--- config.mk ---
export PLATFORM = sky130hd
export DESIGN_NAME = idll_front
export DESIGN_NICKNAME = d
export VERILOG_FILES = /design/src/rtl/core/idll_pkg.sv /design/src/rtl/core/idll_front.sv
export SDC_FILE = /design/constraint.sdc
export NUM_CORES = 1
export LEC_CHECK = 0
export BUFFER_PORTS_ARGS = -buffer_cell sky130_fd_sc_hd__clkbuf_2
export CORE_ASPECT_RATIO = 0.9
export CORE_MARGIN = 2
export CORE_UTILIZATION = 40
export DETAILED_ROUTE_END_ITERATION = 10
export PLACE_DENSITY = 0.58
export SYNTH_ARGS = -nofsm -noshare
export SYNTH_HDL_FRONTEND = slang
export SYNTH_SLANG_ARGS = --single-unit
--- constraint.sdc ---
create_clock -name clock -period 4.7 [get_ports clock]
set_input_delay 0.47 -clock clock [delete_from_list [all_inputs] [get_ports clock]]
set_output_delay 0.47 -clock clock [all_outputs]
set_load 0.05 [all_outputs]
--- src/rtl/core/idll_pkg.sv ---
// ----------------------------------------------------------------------------
// idll_pkg
// Types and constants shared by the indexed doubly linked list unit.
// ----------------------------------------------------------------------------
package idll_pkg;

   localparam int POOL_NODES = 1024;
   localparam int VALUE_BITS = 32;
   localparam int NODE_BITS  = 10;
   localparam int ADDR_BITS  = $clog2(POOL_NODES);
   localparam int CNT_BITS   = $clog2(POOL_NODES + 1);

   localparam logic [NODE_BITS-1:0] HEAD_NODE = NODE_BITS'(0);
   localparam logic [NODE_BITS-1:0] TAIL_NODE = NODE_BITS'(1);

   typedef enum logic [1:0] {
      OP_INS_RIGHT = 2'd0,
      OP_INS_LEFT  = 2'd1,
      OP_DELETE    = 2'd2,
      OP_READ      = 2'd3
   } op_type;

   typedef enum logic [1:0] {
      ST_OK   = 2'd0,
      ST_FULL = 2'd1,
      ST_BAD  = 2'd2
   } status_type;

   typedef struct packed {
      op_type                        op;
      logic [NODE_BITS-1:0]          node_index;
      logic signed [VALUE_BITS-1:0]  new_value;
   } req_type;

   typedef struct packed {
      status_type                    status;
      logic [NODE_BITS-1:0]          assigned_node;
      logic signed [VALUE_BITS-1:0]  node_value;
      logic [NODE_BITS-1:0]          next_node;
      logic [NODE_BITS-1:0]          prev_node;
   } rsp_type;

   // classified word handed from front to back
   typedef struct packed {
      req_type               req;
      status_type            status;
      logic [NODE_BITS-1:0]  assigned_node;
   } work_type;

   typedef struct packed {
      logic      valid;
      work_type  word;
   } work_port_type;

endpackage

--- src/rtl/core/idll_front.sv ---
// ----------------------------------------------------------------------------
// idll_front
// Accepts words, checks them against the allocation count and the sentinels, and queues them.
// ----------------------------------------------------------------------------
module idll_front (
   input  logic                     clock,
   input  logic                     reset,
   input  logic                     req_push,
   output logic                     req_full,
   input  idll_pkg::req_type        req_word,
   output idll_pkg::work_port_type  work_out,
   input  logic                     work_take
);

   logic [idll_pkg::CNT_BITS-1:0] alloc_ff, alloc_in;
   idll_pkg::work_type            q_ff [2];
   logic                          wr_ptr_ff, wr_ptr_in;
   logic                          rd_ptr_ff, rd_ptr_in;
   logic [1:0]                    count_ff, count_in;
   logic                          push;
   idll_pkg::work_type            cls;
   logic [idll_pkg::CNT_BITS-1:0] idx_ext;

   assign req_full = (count_ff == 2'd2);
   assign push     = req_push && !req_full;
   assign idx_ext  = idll_pkg::CNT_BITS'(req_word.node_index);

   always_comb begin
      cls               = '0;
      cls.req           = req_word;
      cls.status        = idll_pkg::ST_OK;
      cls.assigned_node = '0;
      alloc_in          = alloc_ff;
      if (idx_ext >= alloc_ff) begin
         cls.status = idll_pkg::ST_BAD;
      end else begin
         unique case (req_word.op)
            idll_pkg::OP_READ: begin
               cls.status = idll_pkg::ST_OK;
            end
            idll_pkg::OP_DELETE: begin
               if (req_word.node_index == idll_pkg::HEAD_NODE ||
                   req_word.node_index == idll_pkg::TAIL_NODE) begin
                  cls.status = idll_pkg::ST_BAD;
               end
            end
            default: begin
               // inserts: no splice outside the sentinels
               if ((req_word.op == idll_pkg::OP_INS_RIGHT &&
                    req_word.node_index == idll_pkg::TAIL_NODE) ||
                   (req_word.op == idll_pkg::OP_INS_LEFT &&
                    req_word.node_index == idll_pkg::HEAD_NODE)) begin
                  cls.status = idll_pkg::ST_BAD;
               end else if (alloc_ff == idll_pkg::CNT_BITS'(idll_pkg::POOL_NODES)) begin
                  cls.status = idll_pkg::ST_FULL;
               end else begin
                  cls.assigned_node = alloc_ff[idll_pkg::NODE_BITS-1:0];
                  if (push) begin
                     alloc_in = alloc_ff + idll_pkg::CNT_BITS'(1);
                  end
               end
            end
         endcase
      end
   end

   always_comb begin
      wr_ptr_in = push ? !wr_ptr_ff : wr_ptr_ff;
      rd_ptr_in = work_take ? !rd_ptr_ff : rd_ptr_ff;
      case ({push, work_take})
         2'b10:   count_in = count_ff + 2'd1;
         2'b01:   count_in = count_ff - 2'd1;
         default: count_in = count_ff;
      endcase
   end

   always_ff @(posedge clock) begin
      if (reset) begin
         alloc_ff  <= idll_pkg::CNT_BITS'(2);
         wr_ptr_ff <= 1'b0;
         rd_ptr_ff <= 1'b0;
         count_ff  <= 2'd0;
      end else begin
         alloc_ff  <= alloc_in;
         wr_ptr_ff <= wr_ptr_in;
         rd_ptr_ff <= rd_ptr_in;
         count_ff  <= count_in;
      end
   end

   always_ff @(posedge clock) begin
      if (push) begin
         q_ff[wr_ptr_ff] <= cls;
      end
   end

   assign work_out.valid = (count_ff != 2'd0);
   assign work_out.word  = q_ff[rd_ptr_ff];

endmodule

* Yosys cells after proc, flatten, opt, wreduce, memory -nomap -nowiden *
Memory sizes are Yosys's and may differ from the RTL's. A register that Yosys moved wholly into a read port is not among the register bits.
Index checks and enable logic that the tools add are counted.

word-level totals
  RAM bits = 112
  bits of input ports = 48
  word-level logic and storage cells = 49
  output and inout port bits = 58
  register bits after elaboration = 15
  memories = 1

memories
  memory  depth  bits a word  read ports  clocked after memory_dff  wr ports  RTL line          text
  q_ff    2      56           1           1                         1         idll_front.sv:16  idll_pkg::work_type q_ff [2];

operators by class
  multiplexer cells = 14
  order comparisons = 1
  reduce and logical (&&, ||, !) cells = 14
  bitwise operators = 4
  eq/ne operators = 8
  add/sub/neg operators = 3

operator list
  operator                                               number
  2-to-1 mux 10 bit                                      4
  adder 11 x 1 -> 11 bit (second input constant)         1
  equality test 11 bit (second input constant)           1
  >= comparator 10 x 11 -> 1 bit                         1
  equality test 10 x 1 -> 1 bit (second input constant)  1
  logical NOT 10 bit                                     1
  equality test 2 bit (second input constant)            4
  one-hot mux 2 bit (2 select lines)                     2
  2-to-1 mux 2 bit                                       3
  2-to-1 mux 1 bit                                       5
  AND reduction 5 bit                                    1
  equality test 2 x 1 -> 1 bit (second input constant)   2
  NOT 1 bit                                              4
  nonzero test 2 bit                                     2
  logical AND 1 bit                                      3
  logical NOT 1 bit                                      3
  adder 2 x 1 -> 2 bit (second input constant)           1
  logical NOT 2 bit                                      1
  logical OR 1 bit                                       2
  OR reduction 2 bit                                     1
  subtractor 2 x 1 -> 2 bit (second input constant)      1

* Depth between registers and ports, before layout *
  depth after elaboration = 6
  mapped depth = 9
  depth with buffers taken out = 8

* Worst setup path after synthesis *
Ideal clock, no wire load.

  path kind = register -> register
  from = register count_ff[0]
  to = memory q_ff[0][0] in the netlist's numbering (enable)
  buffers on the path = 0
  data required time = 4,229 ps
  arrival = 3,093 ps
  slack = 1,136 ps
  library setup time = 471 ps
  cell stages (with the launch flop) = 5
  clock period less this slack = 3,564 ps
  cells stage by stage = dfxtp_1 -> nand2b_1 -> and2_4 -> inv_1 -> nor2_1

between the ends
  longest elaborated chain between the ends = 5

RTL lines
  what                                    RTL line          text
  from (decl)                             idll_front.sv:19  logic [1:0] count_ff, count_in;
  from (signal assigned)                  idll_front.sv:87  count_ff <= count_in;
  equality test 2 bit                     idll_front.sv:24  assign req_full = (count_ff == 2'd2);
  logical NOT 1 bit                       idll_front.sv:25  assign push = req_push && !req_full;
  logical AND 1 bit                       idll_front.sv:25
  2-to-1 mux 1 bit                        idll_front.sv:92  if (push) begin
  2-to-1 mux 1 bit (implied by the code)  idll_front.sv:93  q_ff[wr_ptr_ff] <= cls;
  to (decl)                               idll_front.sv:16

Every way passes these cells.

==> results.py <==
metrics = {
    "worst_setup_path": {
        "critPathArrivalTime_ps": 2410,
        "worst-setup-path-type": "reg -> out",
        "required_ps": 4230,
        "critical_path.max_fanout": 38,
        "critPathLaunchType": "register",
        "reg2reg_from": "alloc_ff[2]$_SDFFE_PP0P_",
        "critPathCaptureType": "output pin",
    },
    "clocking": {
        "cts_resized": 0,
        "cts_setup_buffers": 0,
        "clockBufferDepth": 2,
        "cts.sinks": 128,
        "holdBufCountCts": 0,
        "clk_pin_slew_ps": 50,
        "cts-buffers-inserted": 17,
        "htreeDepth": 4,
        "insertion_delay_ps": 410,
        "cts_root_buf": "clkbuf_16",
        "cts_tree": "done",
    },
    "drt": {
        "wl_met1_um": 4640,
        "detail_route.vias_per_cell": 5.003,
        "initialDrtViolationCount": 188,
        "wl_met3_um": 571,
        "ant_nets": 0,
        "wl_um": 10210,
        "routed-wl-met2_um": 4916,
        "wl_per_cell_um": 16.33,
        "drc": 0,
        "dr.pass1.iters": 4,
        "vias": 3127,
        "highest_layer": "met4",
    },
    "die": {
        "core_area_sq_um": 12690,
        "die_area_sq_um": 13970,
        "die-height_um": 112.3,
        "placementRows": 39,
        "initial_core_util": 0.4109,
        "io_pins": 106,
        "die_w_um": 124.3,
    },
    "global_route": {
        "grt_overflow": 0,
        "grt_pass1_vias": 3217,
        "grt_pass1_wl_um": 16470,
        "grtUsageTotal": 0.1546,
        "antenna_found_initial": 0,
        "grt_max_degree": 57,
    },
    "timing": {
        "hold_viol": 0,
        "fmax_ghz": 0.3474,
        "fin_crit_sh": 0.6124,
        "holdWs_ps": 255.1,
        "worst_pin_slew_ps": 924.7,
        "fin_tns_setup_ps": 0,
        "post-route-min-period_ps": 2878,
        "slew_headroom": 0.3836,
        "slew_violations": 0,
        "rsz0062_at_grt": "no",
        "finalSetupViolCount": 0,
        "clock_skew_ps": 9.187,
    },
    "final_layout": {
        "nets": 509,
        "drive_gt1_frac": 0.4230,
        "layout-area-overhead-vs-synth_pct": 23.06,
        "n_antenna_cell": 0,
        "fillCellCount": 1113,
    },
    "power_and_ir_drop": {
        "p_sw_uw": 867.9,
        "irDropWorstVdd_mv": 0.2058,
        "leakagePower_uw": 0.002402,
        "p_int_uw": 2164,
        "swShare": 0.2863,
        "p_per_area_nw_per_um2": 472.5,
        "power_frac_clock": 0.359,
        "seqPwrFrac": 0.456,
        "pwr-share-comb": 0.184,
    },
    "synth": {
        "syn_avg_cell_area_sq_um": 15.75,
        "synth_cell_type_count": 40,
        "netlist_area_sq_um": 5214,
        "synth_seq_cells": 128,
        "syn-num-nets": 392,
        "ys.warnings.count": 0,
        "ys_seq_area_frac": 0.7065,
        "synth_cells": 331,
    },
    "worst_hold_path": {
        "hold_class": "in -> reg",
        "hold_path.startpoint": "req_word[26]",
    },
    "placement": {
        "io_buffers": 105,
        "globalplace.congestion": 0.8421,
        "dp_hpwl_um": 6808,
    },
    "outcome": {
        "status": "complete, no violations",
    },
    "flow_run": {
        "drv_cap": 0,
    },
}
## flip-flops by register name, indices dropped and copies added (netlist names), named ones only
name and cells:
wr_ptr_ff 1, q_ff 112, alloc_ff 11, rd_ptr_ff 1, count_ff 2
## cells in the mapped netlist
cell / n / share of area
and4_1: 2 / 0.0034
xor2_1: 3 / 0.0050
edfxtp_1: 112 / 0.65
a21o_1: 1 / 0.0014
buf_6: 2 / 0.0043
o31ai_1: 2 / 0.0029
nand2b_1: 2 / 0.0024
clkbuf_1: 7 / 0.0050
or3_1: 5 / 0.0060
mux2_2: 58 / 0.13
a21oi_1: 12 / 0.012
o22ai_1: 1 / 0.0012
nand3_1: 4 / 0.0038
o21ai_0: 6 / 0.0058
o21a_1: 1 / 0.0014
a31oi_1: 1 / 0.0012
or4_1: 2 / 0.0029
and2_4: 1 / 0.0017
or2_2: 1 / 0.0012
and3_1: 1 / 0.0012
nand4_1: 3 / 0.0036
o21ai_2: 1 / 0.0017
nand4b_1: 1 / 0.0017
nor3_1: 6 / 0.0058
inv_1: 17 / 0.012
mux2_1: 1 / 0.0022
a31o_2: 2 / 0.0034
nand3_2: 1 / 0.0019
buf_2: 1 / 0.00096
nor2_1: 30 / 0.022
nor4_1: 3 / 0.0036
xnor2_1: 2 / 0.0034
nor2b_1: 2 / 0.0024
nor4b_1: 1 / 0.0017
nand2_1: 4 / 0.0029
a211oi_1: 1 / 0.0014
ha_1: 13 / 0.031
nor3_4: 1 / 0.0031
dfxtp_1: 16 / 0.061
and2_1: 1 / 0.0012
## per-layer routing
layer / up-vias / global-route usage
met5: - / 0
met4: 0 / 0.04045
met3: 8 / 0.06387
met2: 89 / 0.2474
met1: 1546 / 0.1965
li1: 1484 / -
## worst max-delay path: stages (launching register included)
cell and delay, ps:
dfxtp_2 930, buf_4 430, mux2_2 380, clkbuf_2 240
## cells by family (layout without fill, tap and decap cells)
group,count (synthesis),count (layout),synth area share
flops,128,128,0.7065
simple gates,71,71,0.07200
fa+ha+maj,13,13,0.03120
compound gates,28,28,0.03192
mux,59,59,0.1274
buf+inv,27,157,0.02256
xor+xnor,5,5,0.008401
## worst paths after layout
path                                                  to  slack (ps)  cells after the start
worst max-delay path                        work_out[48]        1820                      3
worst min-delay path               q_ff[0][38]$_DFFE_PP_         260                      1
worst max register to register  alloc_ff[5]$_SDFFE_PP0P_        2100                      8
worst min register to register  alloc_ff[7]$_SDFFE_PP0P_         520                      2
## layout by cell type (no fill, tap or decap), drive strengths merged, types with 2 or more instances in the layout
cell    instances
and2            2
ha             13
nor2           30
nand4           3
o31ai           2
nor3            7
buf             3
nor2b           2
or4             2
clkbuf        133
nor4            3
and4            2
clkinv          3
o21ai           7
nand2b          2
edfxtp        112
inv            17
xor2            3
mux2           59
a31o            2
a21oi          12
xnor2           2
nand2           4
or3             5
nand3           5
dfxtp          16
## through the flow
step / instances / utilization / power, uW / area [sq um] / setup WS (ps)
after floorplan: 331 / - / 1830 / 5214 / 1136
after global placement: 593 / 0.4674 / 1964 / 5929 / 2102
after detailed placement: 593 / 0.4674 / 1971 / 5929 / 2060
after CTS: 625 / 0.5057 / 3075 / 6416 / 1745
after global routing: 625 / 0.5057 / 3160 / 6416 / 1647
final: 625 / 0.5057 / 3032 / 6416 / 1822
## power by group through the flow
stage	Clock (uW)	Combinational, uW	Sequential, uW
2_1_floorplan	0	439	1390
3_3_place_gp	0	561	1400
3_5_place_dp	0	564	1410
4_1_cts	1120	567	1380
5_1_grt	1180	593	1390
6_report	1090	559	1380
## area by class of cell
cell class / count / area, sq um / area share
Clock buffer: 28 / 466.7 / 0.07274
Clock inverter: 4 / 20.02 / 0.003120
Inverter: 17 / 63.81 / 0.009945
Multi-Input combinational cell: 176 / 1428 / 0.2225
Sequential cell: 128 / 3685 / 0.5743
Tap cell: 164 / 205.2 / 0.03198
Timing Repair Buffer: 108 / 548.0 / 0.08541
Power figures use the tool's default switching activity.
